File: src/hdl/ptb_pkg.sv
// Shared types and constants for the periodic timer bank.
`timescale 1ns / 1ps

package ptb_pkg;

    // default bank size and register reset value
    localparam int          TIMER_SLOTS_DEF = 16;
    localparam logic [31:0] HALF_WINDOW_RST = 32'h8000_0000;

    // command codes
    localparam logic [1:0] CMD_CREATE  = 2'd0;
    localparam logic [1:0] CMD_DELETE  = 2'd1;
    localparam logic [1:0] CMD_RESTART = 2'd2;
    localparam logic [1:0] CMD_RUN     = 2'd3;

    // one entry of the slot data memory
    typedef struct packed {
        logic [15:0] period;
        logic [7:0]  id;
        logic        action;
        logic [31:0] deadline;
    } t_slot_word;

    // data memory port controls
    typedef struct packed {
        logic re;
        logic we;
    } t_data_ctl;

    // link memory port controls
    typedef struct packed {
        logic re;
        logic next_we;
        logic prev_we;
    } t_link_ctl;

endpackage

File: src/hdl/ptb_data_mem.sv
// Slot data memory: period, id, action flag and deadline, one read and one write port.
`timescale 1ns / 1ps

module ptb_data_mem
    import ptb_pkg::*;
#(
    parameter int SLOTS = TIMER_SLOTS_DEF
) (
    input  logic                       i_clk,
    input  t_data_ctl                  i_ctl,
    input  logic [$clog2(SLOTS)-1:0]   i_raddr,
    input  logic [$clog2(SLOTS)-1:0]   i_waddr,
    input  t_slot_word                 i_wdata,
    output t_slot_word                 o_rdata
);

    t_slot_word r_mem [SLOTS];
    t_slot_word r_rdata;

    // write, and register the read data when enabled
    always_ff @(posedge i_clk) begin
        if (i_ctl.we) begin
            r_mem[i_waddr] <= i_wdata;
        end
        if (i_ctl.re) begin
            r_rdata <= r_mem[i_raddr];
        end
    end

    assign o_rdata = r_rdata;

endmodule

File: src/hdl/ptb_link_mem.sv
// Link memory: next and prev banks of the firing order, read together at one address.
`timescale 1ns / 1ps

module ptb_link_mem
    import ptb_pkg::*;
#(
    parameter int SLOTS = TIMER_SLOTS_DEF
) (
    input  logic                       i_clk,
    input  t_link_ctl                  i_ctl,
    input  logic [$clog2(SLOTS)-1:0]   i_raddr,
    input  logic [$clog2(SLOTS)-1:0]   i_next_waddr,
    input  logic [$clog2(SLOTS)-1:0]   i_next_wdata,
    input  logic [$clog2(SLOTS)-1:0]   i_prev_waddr,
    input  logic [$clog2(SLOTS)-1:0]   i_prev_wdata,
    output logic [$clog2(SLOTS)-1:0]   o_next,
    output logic [$clog2(SLOTS)-1:0]   o_prev
);

    localparam int SW = $clog2(SLOTS);

    logic [SW-1:0] r_next_mem [SLOTS];
    logic [SW-1:0] r_prev_mem [SLOTS];
    logic [SW-1:0] r_next;
    logic [SW-1:0] r_prev;

    // write each bank, register both reads when enabled
    always_ff @(posedge i_clk) begin
        if (i_ctl.next_we) begin
            r_next_mem[i_next_waddr] <= i_next_wdata;
        end
        if (i_ctl.prev_we) begin
            r_prev_mem[i_prev_waddr] <= i_prev_wdata;
        end
        if (i_ctl.re) begin
            r_next <= r_next_mem[i_raddr];
            r_prev <= r_prev_mem[i_raddr];
        end
    end

    assign o_next = r_next;
    assign o_prev = r_prev;

endmodule

File: src/hdl/ptb_ctrl.sv
// Command sequencer: list maintenance, expiry scan and result output register.
`timescale 1ns / 1ps

module ptb_ctrl
    import ptb_pkg::*;
#(
    parameter int SLOTS = TIMER_SLOTS_DEF
) (
    input  logic                       i_clk,
    input  logic                       i_rst_n,
    // command channel
    input  logic                       i_in_valid,
    output logic                       o_in_stall,
    input  logic [1:0]                 i_command,
    input  logic [3:0]                 i_timer_slot,
    input  logic [7:0]                 i_timer_id,
    input  logic [15:0]                i_period,
    input  logic                       i_has_action,
    input  logic [31:0]                i_now_tick,
    // result channel
    output logic                       o_out_valid,
    input  logic                       i_out_stall,
    output logic [3:0]                 o_fired_slot,
    output logic [7:0]                 o_fired_id,
    output logic                       o_last,
    // configuration
    input  logic                       i_cfg_valid,
    output logic                       o_cfg_ready,
    input  logic [31:0]                i_cfg_data,
    // data memory
    output t_data_ctl                  o_data_ctl,
    output logic [$clog2(SLOTS)-1:0]   o_data_raddr,
    output logic [$clog2(SLOTS)-1:0]   o_data_waddr,
    output t_slot_word                 o_data_wdata,
    input  t_slot_word                 i_data_rdata,
    // link memory
    output t_link_ctl                  o_link_ctl,
    output logic [$clog2(SLOTS)-1:0]   o_link_raddr,
    output logic [$clog2(SLOTS)-1:0]   o_next_waddr,
    output logic [$clog2(SLOTS)-1:0]   o_next_wdata,
    output logic [$clog2(SLOTS)-1:0]   o_prev_waddr,
    output logic [$clog2(SLOTS)-1:0]   o_prev_wdata,
    input  logic [$clog2(SLOTS)-1:0]   i_next,
    input  logic [$clog2(SLOTS)-1:0]   i_prev
);

    localparam int SW = $clog2(SLOTS);
    localparam int CW = $clog2(SLOTS + 1);

    localparam logic [2:0] ST_IDLE  = 3'd0;
    localparam logic [2:0] ST_SCAN  = 3'd1;
    localparam logic [2:0] ST_FLUSH = 3'd2;
    localparam logic [2:0] ST_DEL   = 3'd3;
    localparam logic [2:0] ST_RST   = 3'd4;

    // control state
    logic [2:0]       r_state, n_state;
    logic [SLOTS-1:0] r_active, n_active;
    logic [SW-1:0]    r_head, n_head;
    logic [SW-1:0]    r_tail, n_tail;
    logic [CW-1:0]    r_count, n_count;
    logic [CW-1:0]    r_idx, n_idx;
    logic [31:0]      r_half_window, n_half_window;
    logic             r_pend_v, n_pend_v;
    logic             r_out_v, n_out_v;

    // payload state
    logic [SW-1:0]    r_cur, n_cur;
    logic [SW-1:0]    r_slot, n_slot;
    logic [31:0]      r_now, n_now;
    logic [3:0]       r_pend_slot, n_pend_slot;
    logic [7:0]       r_pend_id, n_pend_id;
    logic [3:0]       r_out_slot, n_out_slot;
    logic [7:0]       r_out_id, n_out_id;
    logic             r_out_last, n_out_last;

    logic             accept;
    logic             slot_ok;
    logic [SW-1:0]    s_idx;
    logic             out_free;
    logic             expired;
    logic             fire;
    logic             hold;

    assign accept   = i_in_valid && (r_state == ST_IDLE);
    assign s_idx    = SW'(i_timer_slot);
    assign slot_ok  = 32'(i_timer_slot) < 32'(SLOTS);
    assign out_free = !r_out_v || !i_out_stall;
    assign expired  = (r_now - i_data_rdata.deadline) < r_half_window;
    assign fire     = expired && i_data_rdata.action;
    assign hold     = fire && r_pend_v && !out_free;

    always_comb begin
        n_state       = r_state;
        n_active      = r_active;
        n_head        = r_head;
        n_tail        = r_tail;
        n_count       = r_count;
        n_idx         = r_idx;
        n_half_window = r_half_window;
        n_pend_v      = r_pend_v;
        n_out_v       = r_out_v;
        n_cur         = r_cur;
        n_slot        = r_slot;
        n_now         = r_now;
        n_pend_slot   = r_pend_slot;
        n_pend_id     = r_pend_id;
        n_out_slot    = r_out_slot;
        n_out_id      = r_out_id;
        n_out_last    = r_out_last;

        o_data_ctl    = '0;
        o_data_raddr  = r_cur;
        o_data_waddr  = r_cur;
        o_data_wdata  = i_data_rdata;
        o_link_ctl    = '0;
        o_link_raddr  = r_cur;
        o_next_waddr  = r_tail;
        o_next_wdata  = s_idx;
        o_prev_waddr  = s_idx;
        o_prev_wdata  = r_tail;

        // take the window register
        if (i_cfg_valid) begin
            n_half_window = i_cfg_data;
        end

        // drop the result once taken
        if (r_out_v && !i_out_stall) begin
            n_out_v = 1'b0;
        end

        case (r_state)
            ST_IDLE: begin
                if (accept) begin
                    n_now  = i_now_tick;
                    n_slot = s_idx;
                    case (i_command)
                        CMD_CREATE: begin
                            if (slot_ok) begin
                                // store slot data and arm it
                                o_data_ctl.we         = 1'b1;
                                o_data_waddr          = s_idx;
                                o_data_wdata.period   = i_period;
                                o_data_wdata.id       = i_timer_id;
                                o_data_wdata.action   = i_has_action;
                                o_data_wdata.deadline = i_now_tick + 32'(i_period);
                                // append to the firing order if new
                                if (!r_active[s_idx]) begin
                                    if (r_count == '0) begin
                                        n_head = s_idx;
                                    end else begin
                                        o_link_ctl.next_we = 1'b1;
                                        o_link_ctl.prev_we = 1'b1;
                                    end
                                    n_tail          = s_idx;
                                    n_active[s_idx] = 1'b1;
                                    n_count         = r_count + 1'b1;
                                end
                            end
                        end
                        CMD_DELETE: begin
                            if (slot_ok && r_active[s_idx]) begin
                                o_link_ctl.re = 1'b1;
                                o_link_raddr  = s_idx;
                                n_state       = ST_DEL;
                            end
                        end
                        CMD_RESTART: begin
                            if (slot_ok) begin
                                o_data_ctl.re = 1'b1;
                                o_data_raddr  = s_idx;
                                n_state       = ST_RST;
                            end
                        end
                        CMD_RUN: begin
                            if (r_count != '0) begin
                                o_data_ctl.re = 1'b1;
                                o_data_raddr  = r_head;
                                o_link_ctl.re = 1'b1;
                                o_link_raddr  = r_head;
                                n_cur         = r_head;
                                n_idx         = '0;
                                n_state       = ST_SCAN;
                            end
                        end
                        default: begin
                        end
                    endcase
                end
            end
            ST_DEL: begin
                // unlink the slot between its neighbours
                if (r_head == r_slot) begin
                    n_head = i_next;
                end else begin
                    o_link_ctl.next_we = 1'b1;
                    o_next_waddr       = i_prev;
                    o_next_wdata       = i_next;
                end
                if (r_tail == r_slot) begin
                    n_tail = i_prev;
                end else begin
                    o_link_ctl.prev_we = 1'b1;
                    o_prev_waddr       = i_next;
                    o_prev_wdata       = i_prev;
                end
                n_active[r_slot] = 1'b0;
                n_count          = r_count - 1'b1;
                n_state          = ST_IDLE;
            end
            ST_RST: begin
                // rearm from the stored period
                o_data_ctl.we         = 1'b1;
                o_data_waddr          = r_slot;
                o_data_wdata.deadline = r_now + 32'(i_data_rdata.period);
                n_state               = ST_IDLE;
            end
            ST_SCAN: begin
                // visit one slot a cycle, stopping while both result stages are full and the slot fires
                if (!hold) begin
                    if (expired) begin
                        o_data_ctl.we         = 1'b1;
                        o_data_waddr          = r_cur;
                        o_data_wdata.deadline = r_now + 32'(i_data_rdata.period);
                    end
                    if (fire) begin
                        if (r_pend_v) begin
                            n_out_v    = 1'b1;
                            n_out_slot = r_pend_slot;
                            n_out_id   = r_pend_id;
                            n_out_last = 1'b0;
                        end
                        n_pend_v    = 1'b1;
                        n_pend_slot = 4'(r_cur);
                        n_pend_id   = i_data_rdata.id;
                    end
                    if ((r_idx + 1'b1) == r_count) begin
                        n_state = ST_FLUSH;
                    end else begin
                        n_idx         = r_idx + 1'b1;
                        n_cur         = i_next;
                        o_data_ctl.re = 1'b1;
                        o_data_raddr  = i_next;
                        o_link_ctl.re = 1'b1;
                        o_link_raddr  = i_next;
                    end
                end
            end
            ST_FLUSH: begin
                // release the held result as the last of the scan
                if (r_pend_v) begin
                    if (out_free) begin
                        n_out_v    = 1'b1;
                        n_out_slot = r_pend_slot;
                        n_out_id   = r_pend_id;
                        n_out_last = 1'b1;
                        n_pend_v   = 1'b0;
                        n_state    = ST_IDLE;
                    end
                end else begin
                    n_state = ST_IDLE;
                end
            end
            default: begin
                n_state = ST_IDLE;
            end
        endcase
    end

    // control registers
    always_ff @(posedge i_clk) begin
        if (!i_rst_n) begin
            r_state       <= ST_IDLE;
            r_active      <= '0;
            r_head        <= '0;
            r_tail        <= '0;
            r_count       <= '0;
            r_idx         <= '0;
            r_half_window <= HALF_WINDOW_RST;
            r_pend_v      <= 1'b0;
            r_out_v       <= 1'b0;
        end else begin
            r_state       <= n_state;
            r_active      <= n_active;
            r_head        <= n_head;
            r_tail        <= n_tail;
            r_count       <= n_count;
            r_idx         <= n_idx;
            r_half_window <= n_half_window;
            r_pend_v      <= n_pend_v;
            r_out_v       <= n_out_v;
        end
    end

    // payload registers
    always_ff @(posedge i_clk) begin
        r_cur       <= n_cur;
        r_slot      <= n_slot;
        r_now       <= n_now;
        r_pend_slot <= n_pend_slot;
        r_pend_id   <= n_pend_id;
        r_out_slot  <= n_out_slot;
        r_out_id    <= n_out_id;
        r_out_last  <= n_out_last;
    end

    assign o_in_stall   = (r_state != ST_IDLE);
    assign o_out_valid  = r_out_v;
    assign o_fired_slot = r_out_slot;
    assign o_fired_id   = r_out_id;
    assign o_last       = r_out_last;
    assign o_cfg_ready  = 1'b1;

endmodule

File: src/hdl/periodic_timer_bank.sv
// Create completes from the idle state; delete and restart also pass through the DEL or
// RST state (delete of an inactive slot does not). A run visits the active slots one slot
// per cycle, a rate set by the single read port of the slot data memory, and pauses only
// while the result output is stalled with a result already waiting and the slot fires.
// Results leave through an output register; the final one waits for the scan end.
// Reset (synchronous, active low) empties the firing order, the active flags and the
// result stages and restores the expiry window; the memories keep their contents.
`timescale 1ns / 1ps

module periodic_timer_bank
    import ptb_pkg::*;
#(
    parameter int TIMER_SLOTS = TIMER_SLOTS_DEF
) (
    input  logic        i_clk,
    input  logic        i_rst_n,
    input  logic        i_in_valid,
    output logic        o_in_stall,
    input  logic [1:0]  i_command,
    input  logic [3:0]  i_timer_slot,
    input  logic [7:0]  i_timer_id,
    input  logic [15:0] i_period,
    input  logic        i_has_action,
    input  logic [31:0] i_now_tick,
    output logic        o_out_valid,
    input  logic        i_out_stall,
    output logic [3:0]  o_fired_slot,
    output logic [7:0]  o_fired_id,
    output logic        o_last,
    input  logic        i_cfg_valid,
    output logic        o_cfg_ready,
    input  logic [31:0] i_cfg_data
);

    localparam int SW = $clog2(TIMER_SLOTS);

    t_data_ctl  data_ctl;
    logic [SW-1:0] data_raddr;
    logic [SW-1:0] data_waddr;
    t_slot_word data_wdata;
    t_slot_word data_rdata;

    t_link_ctl  link_ctl;
    logic [SW-1:0] link_raddr;
    logic [SW-1:0] next_waddr;
    logic [SW-1:0] next_wdata;
    logic [SW-1:0] prev_waddr;
    logic [SW-1:0] prev_wdata;
    logic [SW-1:0] next_rd;
    logic [SW-1:0] prev_rd;

    ptb_data_mem #(
        .SLOTS (TIMER_SLOTS)
    ) u_data_mem (
        .i_clk   (i_clk),
        .i_ctl   (data_ctl),
        .i_raddr (data_raddr),
        .i_waddr (data_waddr),
        .i_wdata (data_wdata),
        .o_rdata (data_rdata)
    );

    ptb_link_mem #(
        .SLOTS (TIMER_SLOTS)
    ) u_link_mem (
        .i_clk        (i_clk),
        .i_ctl        (link_ctl),
        .i_raddr      (link_raddr),
        .i_next_waddr (next_waddr),
        .i_next_wdata (next_wdata),
        .i_prev_waddr (prev_waddr),
        .i_prev_wdata (prev_wdata),
        .o_next       (next_rd),
        .o_prev       (prev_rd)
    );

    ptb_ctrl #(
        .SLOTS (TIMER_SLOTS)
    ) u_ctrl (
        .i_clk        (i_clk),
        .i_rst_n      (i_rst_n),
        .i_in_valid   (i_in_valid),
        .o_in_stall   (o_in_stall),
        .i_command    (i_command),
        .i_timer_slot (i_timer_slot),
        .i_timer_id   (i_timer_id),
        .i_period     (i_period),
        .i_has_action (i_has_action),
        .i_now_tick   (i_now_tick),
        .o_out_valid  (o_out_valid),
        .i_out_stall  (i_out_stall),
        .o_fired_slot (o_fired_slot),
        .o_fired_id   (o_fired_id),
        .o_last       (o_last),
        .i_cfg_valid  (i_cfg_valid),
        .o_cfg_ready  (o_cfg_ready),
        .i_cfg_data   (i_cfg_data),
        .o_data_ctl   (data_ctl),
        .o_data_raddr (data_raddr),
        .o_data_waddr (data_waddr),
        .o_data_wdata (data_wdata),
        .i_data_rdata (data_rdata),
        .o_link_ctl   (link_ctl),
        .o_link_raddr (link_raddr),
        .o_next_waddr (next_waddr),
        .o_next_wdata (next_wdata),
        .o_prev_waddr (prev_waddr),
        .o_prev_wdata (prev_wdata),
        .i_next       (next_rd),
        .i_prev       (prev_rd)
    );

endmodule

File: config.mk
export PLATFORM = sky130hd
export DESIGN_NAME = periodic_timer_bank
export DESIGN_NICKNAME = d
export VERILOG_FILES = /design/src/hdl/ptb_pkg.sv /design/src/hdl/ptb_data_mem.sv /design/src/hdl/ptb_link_mem.sv /design/src/hdl/ptb_ctrl.sv /design/src/hdl/periodic_timer_bank.sv
export SDC_FILE = /design/constraint.sdc
export NUM_CORES = 2
export LEC_CHECK = 0
export BUFFER_PORTS_ARGS = -buffer_cell sky130_fd_sc_hd__clkbuf_2
export CORE_MARGIN = 10
export CORE_UTILIZATION = 40
export CTS_CLUSTER_SIZE = 40
export DETAILED_ROUTE_END_ITERATION = 12
export PLACE_DENSITY = 0.66
export SETUP_SLACK_MARGIN = 0.05
export SYNTH_ARGS = -nofsm -noshare
export SYNTH_HDL_FRONTEND = slang
export SYNTH_HIERARCHICAL = 1
export SYNTH_SLANG_ARGS = --single-unit
File: constraint.sdc
create_clock -name i_clk -period 10.8 [get_ports i_clk]
set_clock_uncertainty 0.1 [all_clocks]
set_input_delay 1.08 -clock i_clk [delete_from_list [all_inputs] [get_ports i_clk]]
set_output_delay 1.08 -clock i_clk [all_outputs]
set_load 0.005 [all_outputs]
==> qor.txt <==
Pins Over Slew Limit: 0
syn_nets: 3277
starting density of the core: 40.3%
Hold Vio Cnt, Final: 0
Final ANT Viol Nets: 0
largest net degree at the start of global routing: 104
RSZ-0062 raised after global routing: no
Slew HR: 9.66%
top sig layer: met5
final setup violation count: 0
Post-Synthesis Cells: 3075
number of CTS-inserted buffers: 121
Rows: 132
layout cell share with drive strength beyond 1: 20.0%
iteration-0 DRC count of the detailed router: 2987
Final GP Congestion: 0.860
DIE AREA: 146000 um2
average size of a mapped cell: 17.0 um2
setup tns final: 0 ps
Vert. Die Dim: 382 um
Vias: 28900
max_cap viols: 0
hold bufs inserted after CTS: 0
pwr dens: 190 nW/um2
Post-CTS Setup Inserts: 0
vias per cell: 5.70
Area Overhead vs Synth: 12.9%
Synth Register Bits: 1241
VDD IR max: 0.141 mV
clk sinks: 1241
Setup crit start kind: flop
number of global-route vias before repair: 28600
met3 routed WL: 10300 um
Root Driver: clkbuf_16
H-tree depth: 3
non-filler instance count after layout: 5070
worst skew pair latency: 730 ps
CP Capture Type: flop
die width: 382 um
initial antenna violation count: 10
Pre-antenna DRT Iters: 6
asr flop ratio synth: 0%
WL met2: 60400 um
dpl cells: 4844
nets@finish: 3428
sequential share of the synthesized area: 69.8%
post-layout min period: 8390 ps
Total GRT Usage: 17.3%
Worst Setup Path Type: reg -> reg
most frequent cells in the layout: edfxtp_1, nand2_1, mux4_2, nor2_1, a22oi_1
worst-margin pin slew: 1360 ps
post-CTS resize count: 0
top_reg_cell synth: edfxtp_1
Post-synth EDFFs: 1170
crit-path max FO: 30
# DRC: 0
first-pass GRT wire length: 192000 um
Synth warnings: 6
top cells by area in the synthesized netlist: edfxtp_1, mux4_2, dfxtp_1, ha_1, a22oi_1
fin crit share: 77.7%
PortBufs: 114
Yosys cell types: 77
core area: 130000 um2
IO Pins: 116
Final HPWL DP: 79100 um
DR WL/cell: 25.5 um
Synth Cell Area: 52400 um2
final WL: 129000 um
Clock Pin Slew Worst Setup and Hold Paths: 60 ps
outcome: finished clean
Clock Tree Buf Depth: 3
Yosys top cell area share: 67.1%
CTS tree: done
Met1 Routed Length: 55600 um
HP Class: reg -> reg
Synth area leader: edfxtp_1
crit path DAT: 8610 ps
Leakage: 19.7 nW
CP required: 11030 ps
grt ovf: 0
Max Clk Rate: 119 MHz
worst hold slack: 311 ps
commonest non-fill, non-tap cell in the layout: edfxtp_1
==> synth_stat cells (8+ instances only) <==
cell type and count:
xnor2_1 60, edfxtp_1 1170, buf_2 11, inv_1 92
ha_1 98, a21oi_1 94, mux4_1 14, o21ai_0 63
mux4_2 251, a221o_1 17, a21o_1 27, mux2i_1 36
and3_1 15, or2_2 8, nand4_1 16, nor3_1 42
mux2_2 16, clkbuf_1 73, a22oi_1 133, nor2b_1 10
o221ai_1 16, nand2_1 253, nor2_1 154, buf_4 23
buf_1 20, o21a_1 10, a31oi_1 16, o311ai_0 9
nand3b_1 14, dfxtp_1 71, o211ai_1 24, nand2b_1 13
nand3_1 44, xor2_1 41
==> stage by stage <==
step	util (%)	setup WS, ps	power, mW	cell area, um2
after floorplan	-	1460	6.58	52400
after global placement	42.4	2740	6.98	55000
after detailed placement	42.4	2630	7.00	55000
after CTS	45.5	2580	11.3	59100
after global routing	45.5	2080	11.6	59100
final	45.5	2410	11.2	59100
==> worst paths after layout <==
path,cells past startpoint,slack (ps),to,from
min reg2reg,0,310,u_ctrl/o_fired_id[5],u_ctrl/r_pend_id[5]
max,21,2410,u_data_mem/r_mem[2][1],u_ctrl/r_now[1]
max reg2reg,21,2410,u_data_mem/r_mem[2][1],u_ctrl/r_now[1]
min,0,310,u_ctrl/o_fired_id[5],u_ctrl/r_pend_id[5]
==> area by class of cell <==
cell class | instances | area [um2]
fill | 11100 | 70700
sequential | 1241 | 36600
multi-input combinational | 1603 | 14900
clock buffer | 148 | 3240
tap | 1742 | 2180
timing repair buffer | 164 | 996
clock inverter | 76 | 810
inverter | 95 | 357
antenna | 1 | 2.50
==> kinds of logic after synthesis <==
family,share of synthesized area (%)
other,0.00716
DFF,69.8
muxes,12.5
adders and majority gates,2.49
buffers and inverters,1.97
AOI/OAI and AO/OA,6.33
and+or+nand+nor,5.17
xor gates and xnor gates,1.69
==> power breakdown <==
group | total [mW] | switching [mW] | internal [mW]
combinational | 1.37 | 0.850 | 0.519
clock | 4.30 | 1.79 | 2.51
sequential | 5.53 | 0.0527 | 5.48
total | 11.2 | 2.69 | 8.51
==> routing by layer <==
layer / global-route usage (%) / vias up
met2: 27.2 / 1155
met4: 4.53 / 12
met3: 3.39 / 196
met5: 0 / -
met1: 24.6 / 14900
li1: - / 12600
==> sequential cells by signal, summed over array words and instances, names as in the netlist, 5 cells and up <==
register / cells
u_data_mem/r_mem: 912
u_link_mem/r_next_mem: 64
u_link_mem/r_prev_mem: 64
u_data_mem/o_rdata: 57
u_ctrl/r_half_window: 32
u_ctrl/r_now: 32
u_ctrl/r_active: 16
u_ctrl/o_fired_id: 8
u_ctrl/r_pend_id: 8
u_ctrl/r_count: 5
u_ctrl/r_idx: 5
==> worst max-delay path, cell delays in order, from the launching register on <==
cell	delay, ps
edfxtp_1	470
ha_1	310
nor2b_1	170
o31a_1	200
o21ai_1	140
o31ai_1	930
a221oi_2	260
o21ai_0	300
a41oi_1	180
xnor2_1	170
ha_1	300
a21o_1	160
a21o_1	170
a21o_1	170
a21oi_1	200
o21a_1	220
a41oi_2	420
a21o_1	500
inv_2	480
or3b_2	610
nor2_4	930
buf_4	590
(Power assumes the default switching activity.)
